===== config.mk =====
export PLATFORM = sky130hd
export DESIGN_NAME = pss_ctrl
export DESIGN_NICKNAME = d
export VERILOG_FILES = /design/src/rtl/pss_pkg.sv /design/src/rtl/pss_ctrl.sv
export SDC_FILE = /design/constraint.sdc
export NUM_CORES = 1
export LEC_CHECK = 0
export BUFFER_PORTS_ARGS = -buffer_cell sky130_fd_sc_hd__buf_4
export CAP_MARGIN = 10
export CORE_AREA = 2 2 61 63
export CTS_BUF_LIST = sky130_fd_sc_hd__clkbuf_8
export CTS_CLUSTER_DIAMETER = 50
export DETAILED_ROUTE_END_ITERATION = 12
export DIE_AREA = 0 0 63 65
export SKIP_LAST_GASP = 1
export SYNTH_ARGS = -nofsm -noshare
export SYNTH_HDL_FRONTEND = slang
export SYNTH_SLANG_ARGS = --single-unit
export TNS_END_PERCENT = 50

===== constraint.sdc =====
create_clock -name clock -period 1.75 [get_ports clock]
set_input_delay 0.2625 -clock clock [delete_from_list [all_inputs] [get_ports clock]]
set_output_delay 0.2625 -clock clock [all_outputs]
set_load 0.1 [all_outputs]

===== src/rtl/pss_pkg.sv =====
`timescale 1ns / 1ps
// ----------------------------------------------------------------------------
// pss_pkg : packet switch scheduler shared definitions
// Default sizes, result kinds, register indexes, controller states, datapath
// operations and the command and status bundles between the two halves.
// ----------------------------------------------------------------------------
package pss_pkg;

   // default switch size
   localparam int PSS_PORTS       = 8;
   localparam int PSS_QUEUE_DEPTH = 16;

   // fixed field widths
   localparam int PORT_W = 3;
   localparam int SLOT_W = 32;
   localparam int KIND_W = 2;
   localparam int CSR_W  = 5;
   localparam int CSR_IW = 2;

   // result kinds
   localparam logic [KIND_W-1:0] KIND_ACCEPT  = 2'd0;
   localparam logic [KIND_W-1:0] KIND_DROP    = 2'd1;
   localparam logic [KIND_W-1:0] KIND_DEPART  = 2'd2;
   localparam logic [KIND_W-1:0] KIND_SUMMARY = 2'd3;

   // register indexes
   localparam logic [CSR_IW-1:0] CFG_MODE   = 2'd0;
   localparam logic [CSR_IW-1:0] CFG_KNOCK  = 2'd1;
   localparam logic [CSR_IW-1:0] CFG_QLIMIT = 2'd2;

   // register reset values
   localparam logic [CSR_W-1:0] KNOCK_RESET  = 5'd1;
   localparam logic [CSR_W-1:0] QLIMIT_RESET = 5'd16;

   // controller states
   typedef enum logic [4:0] {
      S_IDLE,
      S_ARRIVE,
      S_TICK,
      S_DEP_CHK,
      S_DEP_WAIT,
      S_DEP_EMIT,
      S_SCHED,
      S_KO_CHK,
      S_KO_TEST,
      S_KO_NEXT,
      S_KO_END,
      S_FF_ROW,
      S_FF_READ,
      S_FF_TEST,
      S_FF_SHRD,
      S_FF_SHWR,
      S_FF_NEXT,
      S_SUM
   } state_type;

   // datapath operations
   typedef enum logic [4:0] {
      OP_NONE,
      OP_ACCEPT,
      OP_ARRIVE,
      OP_TICK_START,
      OP_DEP_READ,
      OP_DEP_EMIT,
      OP_O_NEXT,
      OP_KO_INIT,
      OP_KO_READ,
      OP_KO_TEST,
      OP_I_NEXT,
      OP_KO_END,
      OP_FF_INIT,
      OP_FF_ROW,
      OP_FF_READ,
      OP_FF_TEST,
      OP_FF_SHRD,
      OP_FF_SHWR,
      OP_SUMMARY
   } op_type;

   typedef struct packed {
      op_type op;
   } cmd_type;

   typedef struct packed {
      logic mode;
      logic out_free;
      logic ocnt_nz;
      logic icnt_nz;
      logic o_last;
      logic i_last;
      logic ff_free;
      logic j_end;
   } status_type;

endpackage


===== src/rtl/pss_ctrl.sv =====
`timescale 1ns / 1ps
// ----------------------------------------------------------------------------
// pss_ctrl : scheduler sequencer
// Walks arrivals, departures and the selected scheduling pass, issuing at most one
// datapath operation per cycle and holding while the result register is busy.
// ----------------------------------------------------------------------------
module pss_ctrl (
   input  logic                clock,
   input  logic                reset,
   input  logic                req_valid,
   input  logic                req_cmd,
   output logic                req_ready,
   input  pss_pkg::status_type status,
   output pss_pkg::cmd_type    cmd
);
   import pss_pkg::*;

   state_type state_ff;
   state_type state_in;

   // state register
   always_ff @(posedge clock) begin
      if (reset) begin
         state_ff <= S_IDLE;
      end else begin
         state_ff <= state_in;
      end
   end

   // next state and operation
   always_comb begin
      state_in  = state_ff;
      cmd.op    = OP_NONE;
      req_ready = 1'b0;
      unique case (state_ff)
         S_IDLE: begin
            req_ready = 1'b1;
            if (req_valid) begin
               cmd.op   = OP_ACCEPT;
               state_in = req_cmd ? S_TICK : S_ARRIVE;
            end
         end
         S_ARRIVE: begin
            if (status.out_free) begin
               cmd.op   = OP_ARRIVE;
               state_in = S_IDLE;
            end
         end
         S_TICK: begin
            cmd.op   = OP_TICK_START;
            state_in = S_DEP_CHK;
         end
         S_DEP_CHK: begin
            if (status.ocnt_nz) begin
               cmd.op   = OP_DEP_READ;
               state_in = S_DEP_WAIT;
            end else begin
               cmd.op   = OP_O_NEXT;
               state_in = status.o_last ? S_SCHED : S_DEP_CHK;
            end
         end
         S_DEP_WAIT: begin
            state_in = S_DEP_EMIT;
         end
         S_DEP_EMIT: begin
            if (status.out_free) begin
               cmd.op   = OP_DEP_EMIT;
               state_in = status.o_last ? S_SCHED : S_DEP_CHK;
            end
         end
         S_SCHED: begin
            cmd.op   = status.mode ? OP_FF_INIT : OP_KO_INIT;
            state_in = status.mode ? S_FF_ROW : S_KO_CHK;
         end
         S_KO_CHK: begin
            if (status.icnt_nz) begin
               cmd.op   = OP_KO_READ;
               state_in = S_KO_TEST;
            end else begin
               state_in = S_KO_NEXT;
            end
         end
         S_KO_TEST: begin
            cmd.op   = OP_KO_TEST;
            state_in = S_KO_NEXT;
         end
         S_KO_NEXT: begin
            if (status.i_last) begin
               state_in = S_KO_END;
            end else begin
               cmd.op   = OP_I_NEXT;
               state_in = S_KO_CHK;
            end
         end
         S_KO_END: begin
            cmd.op   = OP_KO_END;
            state_in = status.o_last ? S_SUM : S_KO_CHK;
         end
         S_FF_ROW: begin
            if (status.icnt_nz) begin
               cmd.op   = OP_FF_ROW;
               state_in = S_FF_READ;
            end else begin
               state_in = S_FF_NEXT;
            end
         end
         S_FF_READ: begin
            cmd.op   = OP_FF_READ;
            state_in = S_FF_TEST;
         end
         S_FF_TEST: begin
            cmd.op = OP_FF_TEST;
            priority if (status.ff_free) begin
               state_in = S_FF_SHRD;
            end else if (status.j_end) begin
               state_in = S_FF_NEXT;
            end else begin
               state_in = S_FF_READ;
            end
         end
         S_FF_SHRD: begin
            cmd.op   = OP_FF_SHRD;
            state_in = status.j_end ? S_FF_NEXT : S_FF_SHWR;
         end
         S_FF_SHWR: begin
            cmd.op   = OP_FF_SHWR;
            state_in = S_FF_SHRD;
         end
         S_FF_NEXT: begin
            if (status.i_last) begin
               state_in = S_SUM;
            end else begin
               cmd.op   = OP_I_NEXT;
               state_in = S_FF_ROW;
            end
         end
         S_SUM: begin
            if (status.out_free) begin
               cmd.op   = OP_SUMMARY;
               state_in = S_IDLE;
            end
         end
         default: begin
            state_in = S_IDLE;
         end
      endcase
   end

endmodule


Word-level counts from Yosys, hierarchy flattened

Index checks and enable logic that the tools add are counted.

Eq/ne operators: 20
Mux-type cells: 27
Reductions and logical operators: 4

Operator list:

| cell                                                  | count |
|---|---|
| case mux 5 bit (17 select lines)                      | 1 |
| case mux 5 bit (16 select lines)                      | 1 |
| 2-to-1 mux 5 bit                                      | 10 |
| == test 5 x 4 -> 1 bit, second input constant         | 8 |
| 2-to-1 mux 4 bit                                      | 6 |
| == test 5 x 3 -> 1 bit, second input constant         | 4 |
| == test 5 x 2 -> 1 bit, second input constant         | 2 |
| == test 5 bit, second input constant                  | 2 |
| 2-to-1 mux 3 bit                                      | 3 |
| 2-to-1 mux 2 bit                                      | 3 |
| == test 5 x 1 -> 1 bit, second input constant         | 1 |
| zero test 5 bit                                       | 1 |
| inequality test 2 bit, second input constant          | 2 |
| OR reduction 2 bit                                    | 2 |
| 2-to-1 mux 1 bit                                      | 3 |
| AND reduction 3 bit                                   | 1 |
| inequality test 2 x 1 -> 1 bit, second input constant | 1 |

Register bits after elaboration: 5
Output and inout bits: 6
Logic and storage cells: 52

Longest topological paths before layout

Word-level depth: 4
Depth in mapped cells: 7
Mapped depth without buffers: 5

Least setup slack after synthesis

No wires, ideal clock.

Path kind: reg2out
From: reg state_ff[3]
To: out cmd[0] (netlist name)
Arrival: 3286 ps
Required time: 1487 ps
Slack: -1799 ps
Cell stages (with the launch flop): 5
Path buffers: 2
Cells stage by stage: dfxtp_1 buf_6 clkbuf_1 o21ai_0 a311oi_1

RTL lines:

| what                   | line           | text |
|---|---|---|
| from (decl)            | pss_ctrl.sv:18 | `state_type state_ff;` |
| from (signal assigned) | pss_ctrl.sv:26 | `state_ff <= state_in;` |
| to (decl)              | pss_ctrl.sv:14 | `output pss_pkg::cmd_type cmd` |

==> impl_metrics.py <==
metrics = {
    "synth": {
        "synth-adder-area-share_pct": 0,
        "synthCells": 124,
        "yosysSeqAreaShare_pct": 12.3,
        "synth-edff-count": 0,
        "syn_area_um2": 813,
        "synth_cell_types": 46,
        "synthMuxAreaShare_pct": 1.23,
        "synth_ff_type": "dfxtp_1",
        "synth_compound_area_share_pct": 36.9,
        "synth_top_family_by_area": "simple AND/OR/NAND/NOR gates",
        "synthXorXnorAreaFrac_pct": 1.08,
        "ys_warn_count": 0,
        "post_synth.cell_area_avg_um2": 6.56,
        "syn_nets": 136,
        "yosys.area_share.simple_pct": 38.0,
        "async_reset_ff_share_pct": 0,
        "synth_seq_cells": 5,
    },
    "worst_setup_path": {
        "worstSetupEndpointType": "primary output",
        "path_depth": 6,
        "r2r_cells": 6,
        "required_ns": 1.49,
        "slowest_stage": "or4_4",
        "r2r_start": "state_ff[0]",
        "arrival_ns": 1.68,
        "cp-startpoint": "state_ff[3]",
        "cp_num_buf_inv": 1,
        "worst_setup_path_start_kind": "flop",
        "path_class": "reg2out",
        "cp_common_cell": "and2_4",
        "cp_max_fo": 4,
        "path_cells": "and2_4 > and2_4 > a21oi_2 > or4_4 > o211ai_1 > buf_6",
        "r2r_slack_ns": 0.05,
        "path_delay_family": "simple AND/OR/NAND/NOR gates",
        "r2r-end": "state_ff[0]",
        "crit_path_end": "cmd[3]",
        "critPathMaxStageDelay_ns": 0.42,
    },
    "final_layout": {
        "finalNetCount": 173,
        "drive_gt1_share_pct": 38.1,
        "reg_top3": "state_ff x5",
        "regMostFlops": "state_ff",
        "largest_reg_flops": 5,
        "diodes": 0,
        "area_growth_pct": 50.3,
        "utilization_pct": 35.0,
    },
    "die": {
        "rows": 22,
        "core_region_area_mm2": 0.00350,
        "pin_count": 18,
        "die-area_mm2": 0.00410,
        "die_h_um": 65,
        "initial_core_util_pct": 23.3,
        "die_w_um": 63,
    },
    "sta": {
        "setup_slack_ns": -0.191,
        "finalCritPeriodShare_pct": 111,
        "maxSlewHeadroom_pct": 69.9,
        "fmax_mhz": 515,
        "worst_pin_slew_ns": 0.448,
        "rsz0062_at_grt": "true",
        "hold_slack_ns": 0.224,
        "drv_slew": 0,
        "setup_viol_count_final": 4,
        "fin_skew_ns": 0.00492,
        "fin_crit_ns": 1.94,
        "finalHoldViolCount": 0,
    },
    "clock_tree": {
        "cts_buffer_depth": 2,
        "holdBufCountCts": 0,
        "numCtsBuffers": 3,
        "clkSinkCount": 5,
        "insertion_delay_ns": 0.22,
        "ctsRootBufferMaster": "clkbuf_8",
        "cts_tree": "yes",
        "clkSlewWorstSetupHoldPaths_ns": 0.04,
        "htreeDepth": 1,
    },
    "route": {
        "drc": 0,
        "final_antenna_net_count": 0,
        "firstDrtPassIters": 4,
        "drtIter0Drc": 51,
        "vias": 1052,
        "routed_wl_mm": 2.65,
        "viasPerCell": 5.06,
        "wl_per_cell_um": 12.8,
    },
    "outcome": {
        "violations": "setup timing",
        "run_status": "finished, violations left",
    },
    "grt": {
        "grt-ovfl-total": 0,
        "antenna_found_initial": 0,
        "grt_pass1_wl_mm": 4.31,
        "grtUsageTotal_pct": 13.3,
        "grt_max_degree": 15,
        "grt_pass1_vias": 987,
    },
    "power": {
        "peakVddDrop_v": 0.000191,
        "power_leakage_nw": 0.505,
        "p_per_area_mw_per_mm2": 624,
    },
    "flow_run": {
        "cap_violations": 0,
    },
    "place": {
        "io_buffer_count": 17,
        "place_congestion": 0.852,
        "place_hpwl_mm": 2.14,
    },
    "hold_path": {
        "min_from": "reset",
        "hold_class": "in2reg",
    },
}
-- cells by family after synthesis --
family / Yosys count
AO/OA/AOI/OAI: 44
XOR/XNOR: 1
buffers and inverters: 14
flip-flops: 5
multiplexers: 1
AND/OR/NAND/NOR: 59
-- cell type report --
cell class                 instances  area, µm²
fill                             384       2270
multi-input combinational        105        662
timing repair buffer              42        330
sequential                         5        110
tap                               48       60.1
clock buffer                       3       41.3
inverter                           4       15.0
clock inverter                     1       3.75
-- worst min path at each step --
stage,end,cells after the start,slack [ns]
2_1_floorplan,state_ff[3],1,0.33
3_3_place_gp,state_ff[3],2,0.46
3_5_place_dp,state_ff[3],2,0.46
4_1_cts,state_ff[3],2,0.22
5_1_grt,state_ff[3],2,0.23
6_report,state_ff[3],2,0.22
-- per-stage QoR --
step	setup TNS [ns]	setup slack, ns	cells	power [mW]	cell area [µm²]
6_report	-0.623	-0.191	208	0.762	1220
3_5_place_dp	-0.0943	-0.0521	204	0.540	1140
2_1_floorplan	-4.13	-0.865	124	0.431	863
4_1_cts	-0.713	-0.203	208	0.765	1220
3_3_place_gp	-0.0679	-0.0313	204	0.541	1140
5_1_grt	-1.19	-0.265	208	0.806	1220
-- report_power, final --
group          switching (mW)  total [mW]  leakage (nW)  internal (mW)
Clock                  0.0616       0.212        0.0269          0.151
Sequential             0.0151       0.137        0.0430          0.122
Combinational           0.262       0.412         0.435          0.151
-- placed cells by master, fill, tap and decap left out, types with 2 or more instances in the layout --
cell       n
buf_4     38
nor2_1    14
o21ai_0   11
nand3_1    7
nand2_1    7
nor2b_1    6
inv_1      5
a21oi_1    5
nand2b_1   4
nor3_1     4
a211oi_1   4
buf_6      4
o22ai_1    3
clkbuf_8   3
nor2_2     2
nand2_2    2
and2_4     2
o211ai_1   2
and2_1     2
a31oi_1    2
dfxtp_2    2
dfxtp_4    2
-- cell usage after synthesis (2+ instances only) --
library cell	number	area, µm²
a31oi_1	2	12.5
inv_1	4	15.0
o22ai_1	3	18.8
dfxtp_1	5	100
buf_4	2	15.0
nor2_1	15	56.3
nand2_1	9	33.8
buf_2	2	10.0
clkbuf_1	3	11.3
o21ai_0	11	55.1
a21oi_1	6	30.0
a211oi_1	5	37.5
nor3_1	4	20.0
buf_6	3	33.8
o211ai_1	2	15.0
o31ai_1	2	15.0
nor2b_1	6	37.5
and2_1	3	18.8
nand2b_1	4	25.0
nand3_1	7	35.0
-- metal layers --
metal	global-route usage (%)	up-vias	routed length, µm
met1	16.6	477	1200
li1	-	538	-
met3	3.13	4	180
met5	0	-	0
met4	5.00	0	40
met2	22.2	33	1230
-- what timing repair did --
action | CTS | global route
gates resized for setup | 10 | 2
endpoints found under the setup margin | 6 | 6
pin swaps | 1 | 1
setup buffers | 0 | 0
Note: power is estimated with default switching activity, not from simulation.
